--- config.mk ---
export PLATFORM = sky130hd
export DESIGN_NAME = dst_ctrl
export DESIGN_NICKNAME = d
export VERILOG_FILES = /design/src/sv/dst_pkg.sv /design/src/sv/dst_ctrl.sv
export SDC_FILE = /design/constraint.sdc
export NUM_CORES = 1
export LEC_CHECK = 0
export BUFFER_PORTS_ARGS = -buffer_cell sky130_fd_sc_hd__clkbuf_2
export CORE_UTILIZATION = 52
export DETAILED_ROUTE_END_ITERATION = 12
export PLACE_DENSITY = 0.88
export SETUP_SLACK_MARGIN = 0.4
export SLEW_MARGIN = 25
export SYNTH_ARGS = -nofsm -noshare
export SYNTH_HDL_FRONTEND = slang
export SYNTH_SLANG_ARGS = --single-unit
--- constraint.sdc ---
create_clock -name clk -period 8.8 [get_ports clk]
set_input_delay 0 -clock clk [delete_from_list [all_inputs] [get_ports clk]]
set_output_delay 0 -clock clk [all_outputs]
set_load 0.01 [all_outputs]
--- src/sv/dst_pkg.sv ---
package dst_pkg;

	// Command codes
	localparam logic [1:0] CMD_ALLOC = 2'd0;
	localparam logic [1:0] CMD_GET   = 2'd1;
	localparam logic [1:0] CMD_PUT   = 2'd2;
	localparam logic [1:0] CMD_DUP   = 2'd3;

	// Status codes
	localparam logic [1:0] ST_OK    = 2'd0;
	localparam logic [1:0] ST_INVAL = 2'd1;
	localparam logic [1:0] ST_FULL  = 2'd2;
	localparam logic [1:0] ST_BADF  = 2'd3;

	localparam logic [15:0] REFS_MAX = 16'hFFFF;

	typedef struct packed {
		logic [1:0]  cmd;
		logic [7:0]  slot;
		logic [7:0]  target_slot;
		logic [7:0]  object_id;
		logic [15:0] open_flags;
	} item_t;

	typedef struct packed {
		logic [1:0]  status;
		logic [7:0]  result_slot;
		logic [7:0]  entry_object;
		logic [15:0] entry_flags;
		logic [15:0] object_refs;
	} result_t;

	// One slot entry as stored in the slot RAM
	typedef struct packed {
		logic [7:0]  obj;
		logic [15:0] flags;
	} entry_t;

	// Occupancy update: set or clear one slot's open bit
	typedef struct packed {
		logic       set;
		logic       clr;
		logic [7:0] idx;
	} occ_upd_t;

	// Reference count store access request: one read and one write
	typedef struct packed {
		logic        rd_en;
		logic [7:0]  rd_addr;
		logic        wr_en;
		logic [7:0]  wr_addr;
		logic [15:0] wr_data;
	} ref_req_t;

	function automatic logic [15:0] refs_inc(input logic [15:0] cnt);
		refs_inc = (cnt == REFS_MAX) ? cnt : cnt + 16'd1;
	endfunction

	function automatic logic [15:0] refs_dec(input logic [15:0] cnt);
		refs_dec = (cnt == 16'd0) ? cnt : cnt - 16'd1;
	endfunction

endpackage

--- src/sv/dst_ctrl.sv ---
// Command sequencer: walks each command through slot RAM and count store
// read-modify-write steps, one access per store per cycle.
module dst_ctrl #(
	parameter int SLOTS  = 32,
	parameter int VNODES = 256
) (
	input  logic                     clk,
	input  logic                     arst_n,
	input  logic                     start,
	input  dst_pkg::item_t           item,
	output logic                     busy,
	output logic                     done,
	output dst_pkg::result_t         result,
	output logic                     slot_we,
	output logic [$clog2(SLOTS)-1:0] slot_waddr,
	output dst_pkg::entry_t          slot_wdata,
	output logic                     slot_re,
	output logic [$clog2(SLOTS)-1:0] slot_raddr,
	input  dst_pkg::entry_t          slot_rdata,
	output dst_pkg::occ_upd_t        occ_upd,
	input  logic [SLOTS-1:0]         occ,
	input  logic                     full,
	input  logic [7:0]               free_idx,
	output dst_pkg::ref_req_t        ref_req,
	input  logic [15:0]              ref_rdata
);

	localparam int SW = $clog2(SLOTS);
	localparam logic [8:0] SLOTS_LIM  = 9'(SLOTS);
	localparam logic [8:0] VNODES_LIM = 9'(VNODES);

	localparam logic [3:0] S_IDLE = 4'd0;
	localparam logic [3:0] S_DEC  = 4'd1;
	localparam logic [3:0] S_TRD  = 4'd2;
	localparam logic [3:0] S_SRD  = 4'd3;
	localparam logic [3:0] S_RDEC = 4'd4;
	localparam logic [3:0] S_SWR  = 4'd5;
	localparam logic [3:0] S_RINC = 4'd6;
	localparam logic [3:0] S_RDN  = 4'd7;
	localparam logic [3:0] S_RGET = 4'd8;

	logic [3:0]       state_q, state_d;
	dst_pkg::item_t   req_q;
	dst_pkg::entry_t  src_q, src_d;
	logic [7:0]       cur_obj_q, cur_obj_d;
	logic [7:0]       rslot_q, rslot_d;
	logic             done_q;
	dst_pkg::result_t result_q, result_d;
	logic             emit;

	logic [SW-1:0] s_idx, t_idx;
	logic          s_ok, t_ok, open_s, obj_ok, same;
	logic [15:0]   cnt_up, cnt_dn;

	assign s_idx  = req_q.slot[SW-1:0];
	assign t_idx  = req_q.target_slot[SW-1:0];
	assign s_ok   = {1'b0, req_q.slot} < SLOTS_LIM;
	assign t_ok   = {1'b0, req_q.target_slot} < SLOTS_LIM;
	assign open_s = s_ok && occ[s_idx];
	assign obj_ok = (req_q.object_id != 8'd0) && ({1'b0, req_q.object_id} < VNODES_LIM);
	assign same   = req_q.slot == req_q.target_slot;
	assign cnt_up = dst_pkg::refs_inc(ref_rdata);
	assign cnt_dn = dst_pkg::refs_dec(ref_rdata);

	always_comb begin
		state_d    = state_q;
		src_d      = src_q;
		cur_obj_d  = cur_obj_q;
		rslot_d    = rslot_q;
		emit       = 1'b0;
		result_d   = '0;
		slot_we    = 1'b0;
		slot_waddr = t_idx;
		slot_wdata = src_q;
		slot_re    = 1'b0;
		slot_raddr = s_idx;
		occ_upd    = '0;
		ref_req    = '0;

		unique case (state_q)
			S_IDLE: begin
				if (start) begin
					state_d = S_DEC;
				end
			end
			S_DEC: begin
				unique case (req_q.cmd)
					dst_pkg::CMD_ALLOC: begin
						if (!obj_ok) begin
							emit            = 1'b1;
							result_d.status = dst_pkg::ST_INVAL;
							state_d         = S_IDLE;
						end else if (full) begin
							emit            = 1'b1;
							result_d.status = dst_pkg::ST_FULL;
							state_d         = S_IDLE;
						end else begin
							slot_we          = 1'b1;
							slot_waddr       = free_idx[SW-1:0];
							slot_wdata.obj   = req_q.object_id;
							slot_wdata.flags = req_q.open_flags;
							occ_upd.set      = 1'b1;
							occ_upd.idx      = free_idx;
							ref_req.rd_en    = 1'b1;
							ref_req.rd_addr  = req_q.object_id;
							cur_obj_d        = req_q.object_id;
							rslot_d          = free_idx;
							state_d          = S_RINC;
						end
					end
					dst_pkg::CMD_GET, dst_pkg::CMD_PUT: begin
						if (!open_s) begin
							emit            = 1'b1;
							result_d.status = dst_pkg::ST_BADF;
							state_d         = S_IDLE;
						end else begin
							slot_re = 1'b1;
							state_d = S_SRD;
						end
					end
					dst_pkg::CMD_DUP: begin
						if (!open_s || !t_ok) begin
							emit            = 1'b1;
							result_d.status = dst_pkg::ST_BADF;
							state_d         = S_IDLE;
						end else if (!same && occ[t_idx]) begin
							// open target: read it first to close it
							slot_re    = 1'b1;
							slot_raddr = t_idx;
							state_d    = S_TRD;
						end else begin
							slot_re = 1'b1;
							state_d = S_SRD;
						end
					end
					default: state_d = S_IDLE;
				endcase
			end
			S_TRD: begin
				ref_req.rd_en   = 1'b1;
				ref_req.rd_addr = slot_rdata.obj;
				cur_obj_d       = slot_rdata.obj;
				slot_re         = 1'b1;
				state_d         = S_RDEC;
			end
			S_RDEC: begin
				src_d           = slot_rdata;
				ref_req.wr_en   = 1'b1;
				ref_req.wr_addr = cur_obj_q;
				ref_req.wr_data = cnt_dn;
				state_d         = S_SWR;
			end
			S_SRD: begin
				src_d     = slot_rdata;
				cur_obj_d = slot_rdata.obj;
				case (req_q.cmd)
					dst_pkg::CMD_GET: begin
						ref_req.rd_en   = 1'b1;
						ref_req.rd_addr = slot_rdata.obj;
						state_d         = S_RGET;
					end
					dst_pkg::CMD_PUT: begin
						occ_upd.clr     = 1'b1;
						occ_upd.idx     = req_q.slot;
						ref_req.rd_en   = 1'b1;
						ref_req.rd_addr = slot_rdata.obj;
						state_d         = S_RDN;
					end
					default: begin
						if (same) begin
							ref_req.rd_en   = 1'b1;
							ref_req.rd_addr = slot_rdata.obj;
							state_d         = S_RGET;
						end else begin
							state_d = S_SWR;
						end
					end
				endcase
			end
			S_SWR: begin
				slot_we         = 1'b1;
				occ_upd.set     = 1'b1;
				occ_upd.idx     = req_q.target_slot;
				ref_req.rd_en   = 1'b1;
				ref_req.rd_addr = src_q.obj;
				cur_obj_d       = src_q.obj;
				rslot_d         = req_q.target_slot;
				state_d         = S_RINC;
			end
			S_RINC: begin
				ref_req.wr_en        = 1'b1;
				ref_req.wr_addr      = cur_obj_q;
				ref_req.wr_data      = cnt_up;
				emit                 = 1'b1;
				result_d.result_slot = rslot_q;
				result_d.object_refs = cnt_up;
				state_d              = S_IDLE;
			end
			S_RDN: begin
				ref_req.wr_en        = 1'b1;
				ref_req.wr_addr      = cur_obj_q;
				ref_req.wr_data      = cnt_dn;
				emit                 = 1'b1;
				result_d.object_refs = cnt_dn;
				state_d              = S_IDLE;
			end
			S_RGET: begin
				emit                 = 1'b1;
				result_d.object_refs = ref_rdata;
				if (req_q.cmd == dst_pkg::CMD_GET) begin
					result_d.entry_object = src_q.obj;
					result_d.entry_flags  = src_q.flags;
				end else begin
					result_d.result_slot = req_q.target_slot;
				end
				state_d = S_IDLE;
			end
			default: state_d = S_IDLE;
		endcase
	end

	always_ff @(posedge clk or negedge arst_n) begin
		if (!arst_n) begin
			state_q <= S_IDLE;
			done_q  <= 1'b0;
		end else begin
			state_q <= state_d;
			done_q  <= emit;
		end
	end

	always_ff @(posedge clk) begin
		if (state_q == S_IDLE && start) begin
			req_q <= item;
		end
		src_q     <= src_d;
		cur_obj_q <= cur_obj_d;
		rslot_q   <= rslot_d;
		if (emit) begin
			result_q <= result_d;
		end
	end

	assign busy   = state_q != S_IDLE;
	assign done   = done_q;
	assign result = result_q;

endmodule

Word level (Yosys, flattened, before mapping)
Index checks and enable logic that the tools add are counted.
- reduce and logical (&&, ||, !) cells: 22
- equal/unequal tests: 17
- add/sub/neg operators: 2
- order comparisons: 4
- muxes and demuxes: 71
- operators with widths (cell ; count):
    $mux W24 ; 4
    $mux W8 ; 10
    $mux W9 ; 6
    $pmux W25 S2 ; 1
    $pmux W16 S3 ; 1
    $pmux W8 S3 ; 2
    $mux W5 ; 8
    $pmux W9 S4 ; 1
    $mux W16 ; 2
    $pmux W8 S2 ; 2
    $pmux W4 S6 ; 1
    $add A16 B1 Y16 const B ; 1
    $eq A16 B16 Y1 const B ; 1
    $eq A4 B3 Y1 const B ; 4
    $logic_not A16 Y1 ; 1
    $lt A8 B6 Y1 const B ; 2
    $sub A16 B1 Y16 const B ; 1
    $mux W1 ; 13
    $lt A5 B6 Y1 const B ; 2
    $mux W4 ; 3
    $pmux W4 S3 ; 1
    $bmux W1 S5 ; 2
    $mux W2 ; 5
    $eq A4 B2 Y1 const B ; 2
    other kinds (25) ; 40
- output and inout bits: 132
- logic and storage cells: 132
- bits in registers: 137
- bits of input ports: 126

Depth between registers and ports, before layout
Gate-level depths: netlist of the first run.
- word-level depth: 8
- gate-level depth with buffers: 10
- gate-level depth less buffers: 9

Least setup slack after synthesis of the first run
No wires, ideal clock.
- path kind: reg2reg
- start point: register state_q[1]
- end point: register result_q, in the netlist result[0], enable pin
- library setup time: 0.477 ns
- buffers on the path: 1
- required time: 8.323 ns
- stages on the path, launching flop included: 6
- arrival time: 3.619 ns
- clock period less this slack: 4.096 ns
- slack: 4.704 ns
- path through: dfrtp_1 > clkbuf_1 > nand2b_1 > nor3_1 > nand2_1 > o2111ai_1
- word-level cells in the longest chain between the ends: 3
- elaborated cells between the ends (all ways): 6
- classes of those cells: eq/ne: 4; mux: 1; reduce/logical: 1
- RTL lines (item ; RTL line ; RTL):
    start: declaration ; dst_ctrl.sv:42 ; logic [3:0] state_q, state_d;
    start signal: assignment ; dst_ctrl.sv:227 ; state_q <= state_d;
    $eq A4 B4 Y1 or $eq A4 B3 Y1 (tied branches) ; dst_ctrl.sv:80 ; unique case (state_q)
    $reduce_or A3 Y1 (no line) ; - ;
    $pmux W1 S2 * ; dst_ctrl.sv:80 ;
    named net emit ; dst_ctrl.sv:49 ; logic emit;
    end signal: assignment ; dst_ctrl.sv:240 ; result_q <= result_d;
    end: declaration ; dst_ctrl.sv:48 ; dst_pkg::result_t result_q, result_d;
Mark *: on every way through the listed nets, which the timed path passes. The rest lies on a longest branch.
A chain may end at the register's enable or synchronous reset.

==> run summary, run 1 <==
The number of antenna violations at the first check in global routing came to 0. Across all hold checks on the routed design, the worst slack comes to 34.5 ps. 258 I/O pins were placed. The summed negative setup slack over all endpoints came out at 0 ps.

The area of the multi-input gates came out at 3370 sq um. The total global routing track utilization came out at 33.4%. The maximum single-stage delay on the critical path is 750 ps. For this design the ratio of total power to cell area is 276 nW/um^2.

After global routing the overflow that remains totals 0. The required time of the worst setup path came out at 8800 ps. The data arrival at the endpoint of the critical path came out at 3830 ps.

The number of endpoints failing setup at the final stage is 0. The core region is 14500 sq um. The max-cap violation count is 0. The path class of the tightest hold or removal check is input port to flop. The via density per instance is 6.15.

Buffers inserted during clock tree synthesis total 17. Summed over all instances, the cell type with the most area after synthesis is sky130_fd_sc_hd__edfxtp_1. The number of port buffers is 257. By area the synthesized netlist is led by sky130_fd_sc_hd__edfxtp_1 51%, sky130_fd_sc_hd__nand2_1 7.6%, sky130_fd_sc_hd__and3_1 3.6%. In the layout the commonest cells are 257 x sky130_fd_sc_hd__clkbuf_2, 155 x sky130_fd_sc_hd__nand2_1, 132 x sky130_fd_sc_hd__edfxtp_1, 78 x sky130_fd_sc_hd__dlygate4sd3_1, 43 x sky130_fd_sc_hd__and3_1. The run finished with clean final reports.

No sink is reached through more buffers than the 2 on the longest clock path. The CTS clock-pin slew for the worst setup and hold paths is 60 ps. During synthesis, Yosys emitted a total of 0 warnings. The upper clock frequency limit is 0.261 GHz. The worst slew margin relative to its limit came out at 31.1%. The deepest level of the CTS H-tree is 4. The initial core utilization is 53.2%. The count of mapped cells out of synthesis is 737. The initial detailed-routing violation count is 1278.

Of the synthesized area, sequential elements account for 53.0%. The wire length of the first global-routing pass is 37600 microns. Routability-driven placement finished with a final weighted congestion of 0.962. The clock period minus worst slack came out at 3830 ps. The pin count of the biggest net entering global routing is 43. The number of antenna cells inserted is 0.

The flop and latch count out of synthesis came out at 137. The number of iterations in the first detailed-routing pass came out at 6. The worst setup path is captured at an output pin. The fraction of synthesized cell area taken by the top area cell type came out at 51.4%. The total leakage power is 4.54 nW.

The synthesized area per cell came out at 10.5 sq um. The worst-margin pin slew came out at 1030 ps. The max-slew violation total from the final report is 0. The die is 124 microns tall. The critical path goes through nand2b_1 > nor3_1 > nand2_1 > nor2_1 > and2_2 > a222oi_1 > inv_1 > clkbuf_2. VDD sags by at most 0.000191 V.

The fraction of final layout cells with drive strength greater than 1 came out at 31.6%. The clock root buffer master is sky130_fd_sc_hd__clkbuf_16. The fill cell total of the finished layout is 945. The chip width came out at 124 microns. In the synthesized netlist the async set-or-reset flop fraction comes to 3.65%. The number of global-route vias before repair came out at 7238. The clock latency at the later pin of the worst-skew pair is 440 ps.

Broken down by cell family, the worst path's largest delay share belongs to simple AND/OR/NAND/NOR gates. The buffer count from post-CTS setup fixing is 0. TritonCTS built the clock tree. For this design, the slowest cell found on the critical path is sky130_fd_sc_hd__and2_2. The area growth from synthesis to final layout is 35.1%. The combined area of all synthesized cells is 7710 sq um. The floorplan has 44 rows. The sequential cell area in the final layout came out at 4090 sq um. Synthesis produced a netlist with a net count of 869. The clock drives 137 sinks.

After detailed routing, the average wire length per cell comes to 20.3 microns. Detailed routing inserted a total of 7604 vias. Leaving out fill and tap cells, the most frequent cell in the layout is sky130_fd_sc_hd__clkbuf_2. The die covers 15300 sq um. STA classifies the critical path startpoint as a flop. After synthesis, the netlist uses 68 different library cells.

The total count of hold-check failures in the final report came out at 0. The count of nets left with antenna violations once routing finished came out at 0. The number of flops mapped to enable cells by yosys is 132. The net count of the finished layout is 1171.

After legalization and detailed placement, the total HPWL measured 15500 microns. The number of remaining DRC errors is 0. The final setup skew is 15.1 ps. The predominant post-synthesis flop cell is sky130_fd_sc_hd__edfxtp_1. Dividing the final minimum period by the clock period gives 43.6%. The critical path in this run is classified as flop to output pin. The number of buffers and inverters on the critical path is 2. The routed wire length is 25100 microns. Setup repair after global routing left no endpoint under its margin.

In this run the worst path has a maximum fanout of 31.
==> cells by family after synthesis <==
family | count (synthesis) | synth area share (%)
simple gates | 339 | 21.6
flops | 137 | 53.0
compound gates | 129 | 12.2
buf+inv | 67 | 3.78
mux | 36 | 5.79
xor+xnor | 23 | 2.61
fa+ha+maj | 6 | 0.974
==> timing repair <==
action | 4_1_cts | 5_1_grt
endpoints found under the setup margin | 0 | 0
endpoints found under the hold margin | 89 | 0
gates resized for setup | 0 | 0
hold buffers | 78 | 0
==> metal layers <==
layer | GRT usage [%] | wire length (microns) | up-vias
met5 | 0 | 0 | -
met4 | 18.5 | 1220 | 0
met3 | 8.88 | 2640 | 117
met2 | 55.7 | 12400 | 559
met1 | 38.9 | 8810 | 3559
li1 | - | - | 3369
==> worst register-to-register path: stages (launching register included) <==
cell                       delay [ps]
sky130_fd_sc_hd__dfrtp_1          640
sky130_fd_sc_hd__nand2b_1         330
sky130_fd_sc_hd__nor3_1           360
sky130_fd_sc_hd__nand2_1          190
sky130_fd_sc_hd__nor2_1           640
sky130_fd_sc_hd__nand2_2          640
sky130_fd_sc_hd__nand2_1          510
==> state kept, by name, indices dropped and copies added, names as in the netlist <==
register / cells
cur_obj_q: 8
done: 1
req_q: 42
result: 50
rslot_q: 8
src_q: 24
state_q: 4
==> cell usage after synthesis (all sizes together) (5+ instances only) <==
library cell	count
nor2	38
a22o	9
mux4	6
a21oi	20
or4	6
nand4	8
a31oi	6
xnor2	16
nor4	5
mux2i	21
o311ai	7
nand2b	6
o21ai	32
buf	16
ha	6
mux2	9
a22oi	5
nand3	20
inv	11
nor2b	13
dfrtp	5
and3	44
nor3	15
or3	5
nand2	157
or2	5
xor2	7
edfxtp	132
a221o	18
clkbuf	40
==> power by group <==
| group | internal, mW | switching [mW] | total [mW] |
|---|---|---|---|
| registers | 1.00 | 0.149 | 1.15 |
| clock network | 0.402 | 0.324 | 0.725 |
| logic | 0.375 | 0.629 | 1.00 |
| total | 1.78 | 1.10 | 2.88 |
==> stage by stage <==
step / util, % / cell area, sq um / power, mW / cells / setup slack [ps]
2_1_floorplan: - / 7710 / 1.69 / 737 / 4700
3_3_place_gp: 62.4 / 9030 / 2.05 / 1126 / 5060
3_5_place_dp: 62.5 / 9040 / 2.09 / 1126 / 5240
4_1_cts: 71.9 / 10400 / 2.82 / 1236 / 5070
5_1_grt: 72.0 / 10400 / 3.01 / 1236 / 4660
6_report: 72.0 / 10400 / 2.88 / 1236 / 4970
==> layout make-up <==
class	instances	area share, %
clock buffer	17	4.08
timing repair buffer	339	20.1
multi-input combinational	533	32.4
inverter	11	0.396
sequential	137	39.2
clock inverter	15	1.55
tap	184	2.21
==> worst paths after layout <==
check	startpoint	to	slack, ps	cells after the start
max in group asynchronous	arst_n	state_q[1]	8000	3
max	state_q[0]	occ_upd[5]	4970	8
max reg2reg	state_q[0]	cur_obj_q[7]	5150	6
min	ref_rdata[1]	result[1]	30	3
min reg2reg	rslot_q[7]	result[47]	550	1
min in group asynchronous	arst_n	done	530	3
(Power assumes the default switching activity.)
==> run 2, diff against run 1 <==
ABC_AREA = 1   (was unset)
CORE_UTILIZATION = 46   (was 52)
PLACE_DENSITY = 0.83   (was 0.88)
clock period = 3.3 ns   (was 8.8 ns; I/O delays follow)
==> run 2 against run 1 <==
  * First-iteration DRC count decreased by 41%
  * Area after synthesis down 0.86%
  * Worst hold slack worse by 23 ps
  * Clock power increased to 2.5 times the previous value
  * Highest routed layer unchanged
  * Power grew to 2.7 times the previous value
  * Cell area up 1.9%
  * Sequential share of layout area down 0.73 points
  * Largest cell class unchanged
==> run summary, run 2 <==
The clock latency at the later pin of the worst-skew pair was 430 ps (was 440 ps). The sequential cell area in the final layout came out at 4090 sq um (unchanged). The max-cap violation count is 0 (unchanged).

The number of flip-flops in the largest register is 50 (unchanged). The type of the most critical hold path was input port to flop (unchanged). The CTS clock-pin slew for the worst setup and hold paths came out at 60 ps (about the same).

Commonest non-fill, non-tap cells in the layout: 257 x sky130_fd_sc_hd__clkbuf_2, 216 x sky130_fd_sc_hd__nand2_1, 132 x sky130_fd_sc_hd__edfxtp_1, 105 x sky130_fd_sc_hd__inv_1, 104 x sky130_fd_sc_hd__nor2_1 (was 257 x sky130_fd_sc_hd__clkbuf_2, 155 x sky130_fd_sc_hd__nand2_1, 132 x sky130_fd_sc_hd__edfxtp_1, 78 x sky130_fd_sc_hd__dlygate4sd3_1, 43 x sky130_fd_sc_hd__and3_1). The half-perimeter wire length after detailed placement is 16500 microns (was 15500 microns). The critical path's most frequent cell is sky130_fd_sc_hd__inv_2. The number of endpoints failing setup at the final stage is 0 (unchanged).

The fill cell total of the finished layout is 1218 (was 945). The data arrival at the endpoint of the critical path came out at 2700 ps (was 3830 ps). The depth of the most critical reg-to-reg path came out at 14 (was 6). The I/O pin total is 258 (unchanged). The routed wire length is 24900 microns (was 25100 microns). The Yosys warning count is 0 (unchanged). Sequence of cells on the critical path: nor2_2 > inv_2 > nor2_4 > inv_2 > nor2_4 > inv_2 > nor2_2 > inv_2 > nor2_4 > buf_12 > nand2_1 > o211ai_1 > clkbuf_2 (was nand2b_1 > nor3_1 > nand2_1 > nor2_1 > and2_2 > a222oi_1 > inv_1 > clkbuf_2). The max-slew violation total from the final report is 0 (unchanged). The maximum vdd ir drop was 0.000478 V (was 0.000191 V). The total count of hold-check failures in the final report came out at 0 (unchanged). The number of nets with antenna violations after routing is 0 (unchanged).

The die area came out at 17100 sq um (was 15300 sq um). RSZ-0062 raised after global routing: false (unchanged). The CTS sink count was 137 (unchanged). The total via count after detailed routing is 7863 (was 7604). The post-route non-filler standard cell count is 1450 (was 1236). The clock buffer count from CTS is 17 (unchanged). The count of mapped cells out of synthesis is 873 (was 737). The placeable core area came out at 16100 sq um (was 14500 sq um). The maximum single-stage delay on the critical path is 400 ps (was 750 ps).

The deepest level of the CTS H-tree came to 4 (unchanged). The portion of the post-synthesis area used by sequential elements came to 53.5% (was 53.0%). The upper clock frequency limit came out at 0.370 GHz. The number of remaining DRC errors is 0 (unchanged). The critical path startpoint was state_q[3] (was state_q[0]). The startpoint-to-endpoint class of the critical path is flop to output pin (unchanged). The post-synthesis async set-or-reset flop share came out at 3.65% (unchanged). The worst setup slack for register-to-register paths came out at 810 ps (was 5150 ps). The leftover overflow at the end of global routing came out at 0 (unchanged). The clock period minus worst slack is 2700 ps. The initial core utilization came out at 47.6% (was 53.2%). The number of flops mapped to enable cells by yosys came out at 132 (unchanged). The number of iterations in the first detailed-routing pass came out at 8 (was 6).

The number of buffers and inverters on the critical path came to 6 (was 2). The vertical extent of the die came out at 131 microns (was 124 microns). The summed negative setup slack over all endpoints is 0 ps (unchanged). The least setup slack across all paths after layout was 598 ps (was 4970 ps). The worst-margin pin slew came out at 996 ps (was 1030 ps). The synthesized area per cell came out at 8.76 sq um (was 10.5 sq um). The predominant post-synthesis flop cell is sky130_fd_sc_hd__edfxtp_1 (unchanged). The worst setup slack before clock tree synthesis came to 679 ps (was 5240 ps). The net count after synthesis came out at 1005 (was 869). The area of the multi-input gates was 2940 sq um (was 3370 sq um). The net count reported at finish was 1353 (was 1171).

The required time of the worst setup path came out at 3300 ps (was 8800 ps). The startpoint of the lowest-slack register-to-register path is req_q[33] (was state_q[0]). The initial detailed-routing violation count came out at 748 (was 1278). The final critical path takes up 81.9% of the cycle. Most frequent cells after synthesis: 216 x sky130_fd_sc_hd__nand2_1, 132 x sky130_fd_sc_hd__edfxtp_1, 105 x sky130_fd_sc_hd__inv_1, 105 x sky130_fd_sc_hd__nor2_1, 68 x sky130_fd_sc_hd__nand3_1 (was 156 x sky130_fd_sc_hd__nand2_1, 132 x sky130_fd_sc_hd__edfxtp_1, 44 x sky130_fd_sc_hd__and3_1). The critical path's slowest cell is sky130_fd_sc_hd__dfrtp_1 (was sky130_fd_sc_hd__and2_2). The fraction of synthesized cell area taken by the top area cell type came out at 51.9% (was 51.4%). The cell count after placement came to 1328 (was 1126). The highest net fanout along the worst path came out at 47 (was 31).

The clock tree from TritonCTS is built (unchanged). The library cell occupying the most area in the post-synthesis netlist is sky130_fd_sc_hd__edfxtp_1 (unchanged). Top post-synthesis cells by area: sky130_fd_sc_hd__edfxtp_1 52%, sky130_fd_sc_hd__nand2_1 11%, sky130_fd_sc_hd__inv_1 5.2% (was sky130_fd_sc_hd__edfxtp_1 51%, sky130_fd_sc_hd__nand2_1 7.6%, sky130_fd_sc_hd__and3_1 3.6%). The path length in cells of the critical path came out at 13 (was 8).

The total global routing track utilization is 29.2% (was 33.4%). The number of distinct library cells after synthesis came out at 47 (was 68). The type of element capturing the critical path is an output pin (unchanged). The terminus of the critical flop-to-flop path is result[42] (was cur_obj_q[7]). The clock root buffer master is sky130_fd_sc_hd__clkbuf_16 (unchanged). The buffer depth of the longest clock path came out at 2 (unchanged). The power density over cell area came out at 722 nW/um^2 (was 276 nW/um^2). The commonest non-fill, non-tap cell in the layout was sky130_fd_sc_hd__clkbuf_2 (unchanged). The critical path's top delay family was simple AND/OR/NAND/NOR gates (unchanged). The fraction of final layout cells with drive strength greater than 1 is 29.0% (was 31.6%).

The post-placement cell area was 9160 sq um (was 9040 sq um). The via density per instance is 5.42 (was 6.15). The flop and latch count out of synthesis is 137 (unchanged). The number of core rows came to 46 (was 44). The final routed wire length divided by cell count came out at 17.2 microns (was 20.3 microns). The total leakage power is 4.91 nW (was 4.54 nW).

The final weighted congestion of routability-driven global placement is 0.944 (was 0.962). The cell area after layout is 10600 sq um (was 10400 sq um). The worst slew margin relative to its limit is 33.4% (was 31.1%). The number of port buffers came to 257 (unchanged). The number of antenna violations at the first check in global routing came to 1 (was 0). The final setup skew came to 11.6 ps (was 15.1 ps).

The number of global-route vias before repair is 7429 (was 7238). The chip width is 131 microns (was 124 microns). The startpoint class of the critical path is a flop (unchanged).

The final cell utilization of the core came out at 66.1% (was 72.0%). The combined area of all synthesized cells is 7640 sq um (was 7710 sq um). Outcome: finished, final reports clean (unchanged). The most common cell in the synthesized netlist is sky130_fd_sc_hd__nand2_1 (unchanged).

The wire length of the first global-routing pass came out at 37400 microns (was 37600 microns). The pin count of the biggest net entering global routing was 52 (was 43). The area growth from synthesis to final layout is 38.9% (was 35.1%). The end point of the critical path was ref_req[28] (was occ_upd[5]).
[run 2: cell count changes after synthesis, moves of 15 or more]
cell | previous run | this run
sky130_fd_sc_hd__and3_1 | 44 | 1
sky130_fd_sc_hd__nor2_1 | 36 | 105
sky130_fd_sc_hd__inv_1 | 11 | 105
sky130_fd_sc_hd__a221o_1 | 18 | 0
sky130_fd_sc_hd__clkbuf_1 | 40 | 8
sky130_fd_sc_hd__o211ai_1 | 4 | 29
sky130_fd_sc_hd__xnor2_1 | 16 | 1
sky130_fd_sc_hd__nand3_1 | 20 | 68
sky130_fd_sc_hd__nand2_1 | 156 | 216
sky130_fd_sc_hd__mux2i_1 | 21 | 0
sky130_fd_sc_hd__o21ai_0 | 30 | 60
[run 2: worst register-to-register path: cells and delay by family, from the launching register on]
family,cells,cell delay (ps)
flops,1,580
simple gates,10,910
buf+inv,3,570
compound gates,1,60
[run 2: cell type report]
cell class | count | area share (%)
flip-flops and latches | 137 | 38.5
multi-input cells | 586 | 27.7
repair buffers | 356 | 21.5
inverters | 122 | 4.40
clock buffers | 17 | 4.01
well taps | 216 | 2.55
clock inverters | 14 | 1.31
repair inverters | 1 | 0.0471
diodes | 1 | 0.0236
[run 2: repair_timing]
item                                    4_1_cts  5_1_grt
buffers inserted                              0        9
endpoints found under the setup margin        0       45
gates resized for setup                       0        1
hold buffers                                 80        0
hold endpoints to repair                     86        0
[run 2: worst min-delay path by stage]
stage / startpoint / to / slack, ps / cells past startpoint
after floorplan: arst_n / done / -300 / 0
after global placement: arst_n / done / -160 / 1
after detailed placement: arst_n / done / -160 / 1
after CTS: ref_rdata[7] / result[7] / 9 / 3
after global routing: ref_rdata[7] / result[7] / 40 / 3
final: ref_rdata[7] / result[7] / 10 / 3
[run 2: where the power goes]
part	total [mW]	internal [mW]	switching, mW
clock	1.82	1.05	0.775
sequential	2.89	2.66	0.227
combinational	2.96	0.996	1.96
total	7.67	4.71	2.96
[run 2: kinds of logic (layout without fill, tap and decap cells)]
logic type                 count (synthesis)  after routing  share of synthesized area (%)
buffers and inverters                    150            510                           8.22
xor gates and xnor gates                   5              5                          0.573
adders and majority gates                  6              6                          0.982
other                                      0              1                              0
DFF                                      137            137                           53.5
and+or+nand+nor                          428            428                           24.1
AOI/OAI and AO/OA                        147            147                           12.6
[run 2: metrics by stage]
stage               hold WS (ps)  total power [mW]
floorplan                   -296              4.48
global placement            -160              5.62
detailed placement          -160              5.67
CTS                         8.78              7.54
global route                44.4              8.06
finish                      11.6              7.67
[run 2: per-layer routing]
| metal | track usage, % | up-vias | wire, microns |
|---|---|---|---|
| li1 | - | 3662 | - |
| met3 | 6.92 | 92 | 2140 |
| met2 | 48.9 | 501 | 12400 |
| met1 | 35.0 | 3608 | 9380 |
| met5 | 0 | - | 0 |
| met4 | 15.1 | 0 | 1020 |
==> run 3, diff against run 2 <==
clock period = 2.4 ns   (was 3.3 ns; I/O delays follow)
==> run 3 against run 2 <==
  * The run now ends with setup timing left
  * Cell count is 7.7% higher
  * Routed wire length is 49% higher
  * Sequential share of layout area is 7.0 points lower
  * Non-clock buffer count is 110 higher
  * Clock-buffer cell count stayed put
  * Die area stayed put
  * Combinational power is 120% higher
  * Critical endpoint is now slot_wdata[9]
  * Register-to-register slack worse by 1100 ps
  * Clock skew is 4.6 ps higher
==> run summary, run 3 (same netlist as run 2, synthesis figures left out) <==
Outcome: finished, violations left (was finished, final reports clean). The checks that failed: setup timing. The cell area after layout is 13000 sq um (was 10600 sq um).

The power density over cell area came out at 1040 nW/um^2 (was 722 nW/um^2). After layout, the worst path uses 116% of the clock period. The highest net fanout along the worst path was 6 (was 47).

The via density per instance is 6.15 (was 5.42). The fraction of power spent switching nets is 41.2% (was 38.6%). The critical hold path startpoint is ref_rdata[12] (was ref_rdata[7]). The vertical extent of the die came out at 131 microns (unchanged). The number of remaining DRC errors came out at 0 (unchanged). The post-placement cell area was 9330 sq um (was 9160 sq um). The depth of the most critical reg-to-reg path came out at 16 (was 14).

The number of endpoints failing setup at the final stage is 104 (was 0). The routed wire length is 37100 microns (was 24900 microns). The critical path's slowest cell is sky130_fd_sc_hd__dfrtp_1 (unchanged). The type of the most critical hold path was input port to flop (unchanged).

Commonest non-fill, non-tap cells in the layout: 190 x sky130_fd_sc_hd__clkbuf_2, 162 x sky130_fd_sc_hd__nand2_1, 132 x sky130_fd_sc_hd__edfxtp_1, 91 x sky130_fd_sc_hd__inv_1, 88 x sky130_fd_sc_hd__nor2_1 (was 257 x sky130_fd_sc_hd__clkbuf_2, 216 x sky130_fd_sc_hd__nand2_1, 132 x sky130_fd_sc_hd__edfxtp_1, 105 x sky130_fd_sc_hd__inv_1, 104 x sky130_fd_sc_hd__nor2_1). The deepest level of the CTS H-tree was 4 (unchanged). The required time of the worst setup path came out at 2400 ps (was 3300 ps). The clock tree from TritonCTS is built (unchanged). The clock buffer count from CTS was 17 (unchanged).

The maximum single-stage delay on the critical path is 420 ps (was 400 ps). The end point of the most critical hold path is result[12] (was result[7]). The initial detailed-routing violation count came out at 1347 (was 748). The summed negative setup slack over all endpoints is -20170 ps (was 0 ps). The placeable core area is 16100 sq um (unchanged). The final routed wire length divided by cell count came out at 23.8 microns (was 17.2 microns). The upper clock frequency limit came out at 0.360 GHz. The net count reported at finish came out at 1463 (was 1353).

The worst-margin pin slew is 468 ps (was 996 ps). The wire length of the first global-routing pass is 45100 microns (was 37400 microns). The number of core rows is 46 (unchanged). The net switching power figure is 5.55 mW (was 2.96 mW). The buffer depth of the longest clock path is 2 (unchanged). The worst hold path stage count is 3 (unchanged). The final weighted congestion of routability-driven global placement was 0.988 (was 0.944).

The number of antenna violations at the first check in global routing came out at 0 (was 1). The data arrival at the endpoint of the critical path came to 2780 ps (was 2700 ps). The commonest non-fill, non-tap cell in the layout is sky130_fd_sc_hd__clkbuf_2 (unchanged). The number of buffers and inverters on the critical path came to 9 (was 6). The number of nets with antenna violations after routing came out at 0 (unchanged). The max-slew violation total from the final report is 0 (unchanged). The portion of total power attributed to the clock network is 21.3% (was 23.8%). The clock period minus worst slack came out at 2780 ps. The startpoint of the lowest-slack register-to-register path is req_q[32] (was req_q[33]). The path length in cells of the critical path is 16 (was 13).

The CTS sink count is 137 (unchanged). The overall power consumption is 13.5 mW (was 7.67 mW). The max-cap violation count came to 0 (unchanged). The worst setup slack for register-to-register paths came out at -250 ps (was 810 ps).

The total via count after detailed routing came to 9601 (was 7863). The clock root buffer master is sky130_fd_sc_hd__clkbuf_16 (unchanged). The I/O pin total came out at 258 (unchanged). The area growth from synthesis to final layout is 69.6% (was 38.9%). The terminus of the critical flop-to-flop path is result[32] (was result[42]). The CTS clock-pin slew for the worst setup and hold paths came to 70 ps (was 60 ps). The critical path's top delay family is buffers and inverters (was simple AND/OR/NAND/NOR gates). The total count of hold-check failures in the final report came out at 0 (unchanged).

Sequence of cells on the critical path: inv_2 > nor2_2 > inv_2 > nor2_4 > inv_2 > nor2_4 > inv_2 > nor2_4 > inv_2 > nor2_4 > buf_6 > buf_6 > buf_16 > nand2_4 > o21ai_2 > buf_2 (was nor2_2 > inv_2 > nor2_4 > inv_2 > nor2_4 > inv_2 > nor2_2 > inv_2 > nor2_4 > buf_12 > nand2_1 > o211ai_1 > clkbuf_2). The critical path's most frequent cell is sky130_fd_sc_hd__inv_2 (unchanged). The least setup slack across all paths after layout came out at -381 ps (was 598 ps).

The number of iterations in the first detailed-routing pass is 7 (was 8). RSZ-0062 raised after global routing: true (was false). The total leakage power is 6.08 nW (was 4.91 nW). The final setup skew is 16.2 ps (was 11.6 ps). The pin count of the biggest net entering global routing came out at 25 (was 52). The initial core utilization came to 47.6% (unchanged). The relative contribution of sequential cells to total power came out at 30.4% (was 37.7%). The die area is 17100 sq um (unchanged).

The logic gate share of total power came out at 48.3% (was 38.5%). The worst hold slack was 18.5 ps (was 11.6 ps). The internal cell power is 7.91 mW (was 4.71 mW). The half-perimeter wire length after detailed placement is 17300 microns (was 16500 microns).

The clock latency at the later pin of the worst-skew pair came out at 440 ps (was 430 ps). The fill cell total of the finished layout is 803 (was 1218). The fraction of final layout cells with drive strength greater than 1 is 46.4% (was 29.0%).

The type of element capturing the critical path is an output pin (unchanged). The number of global-route vias before repair is 8467 (was 7429). The startpoint class of the critical path is a flop (unchanged). The worst slew margin relative to its limit came out at 68.6% (was 33.4%).

The number of port buffers came out at 257 (unchanged). The leftover overflow at the end of global routing is 0 (unchanged). The chip width is 131 microns (unchanged). The number of flip-flops in the largest register came out at 50 (unchanged). The total global routing track utilization came to 35.8% (was 29.2%). The startpoint-to-endpoint class of the critical path was flop to output pin (unchanged).

The maximum vdd ir drop came out at 0.000635 V (was 0.000478 V).
[run 3: metal layers]
metal | up-vias | share of wire (%) | global-route usage [%]
met5 | - | 0 | 0
met4 | 0 | 9.5 | 20.3
met3 | 345 | 12 | 7.78
met2 | 954 | 47 | 62.4
met1 | 4402 | 31 | 40.8
li1 | 3900 | - | -
[run 3: final cells by class]
cell class	instances	area (sq um)	area share, %
inverters	122	497	3.83
clock inverters	15	193	1.49
clock buffers	17	425	3.28
diodes	1	2.50	0.0193
flip-flops and latches	137	4090	31.5
multi-input cells	587	3840	29.6
repair buffers	466	3650	28.2
well taps	216	270	2.08
[run 3: worst max path at each step]
stage / startpoint / to / slack [ps]
floorplan: req_q[32] / result[0] / 100
global placement: req_q[32] / result[18] / 140
global route: state_q[0] / slot_wdata[9] / -390
CTS: req_q[32] / slot_raddr[4] / 30
finish: state_q[0] / slot_wdata[9] / -380
detailed placement: req_q[32] / result[28] / 90
[run 3: per-stage QoR]
stage	util [%]	setup WS, ps	cells
finish	80.7	-381	1561
detailed placement	58.1	93.3	1347
global placement	58.1	137	1347
CTS	74.3	33.5	1523
global route	80.7	-389	1560
floorplan	-	102	873
[run 3: tightest hold or removal path: stages]
cell and delay (ps):
sky130_fd_sc_hd__clkbuf_2 160, sky130_fd_sc_hd__a22oi_1 100, sky130_fd_sc_hd__nand2_1 70
[run 3: what timing repair did]
item	4_1_cts	5_1_grt
pin swaps	47	48
gates cloned	10	4
endpoints found under the hold margin	85	0
buffers inserted	55	33
hold buffers	79	0
setup endpoints to repair	131	199
resized for setup	185	226
[run 3: power groups by stage]
stage	Combinational, mW	Clock, mW	Sequential, mW
after floorplan	2.10	0	4.09
after global placement	3.99	0	3.96
after detailed placement	4.04	0	3.98
after CTS	5.08	2.75	3.96
after global routing	6.73	2.93	4.13
final	6.50	2.87	4.09
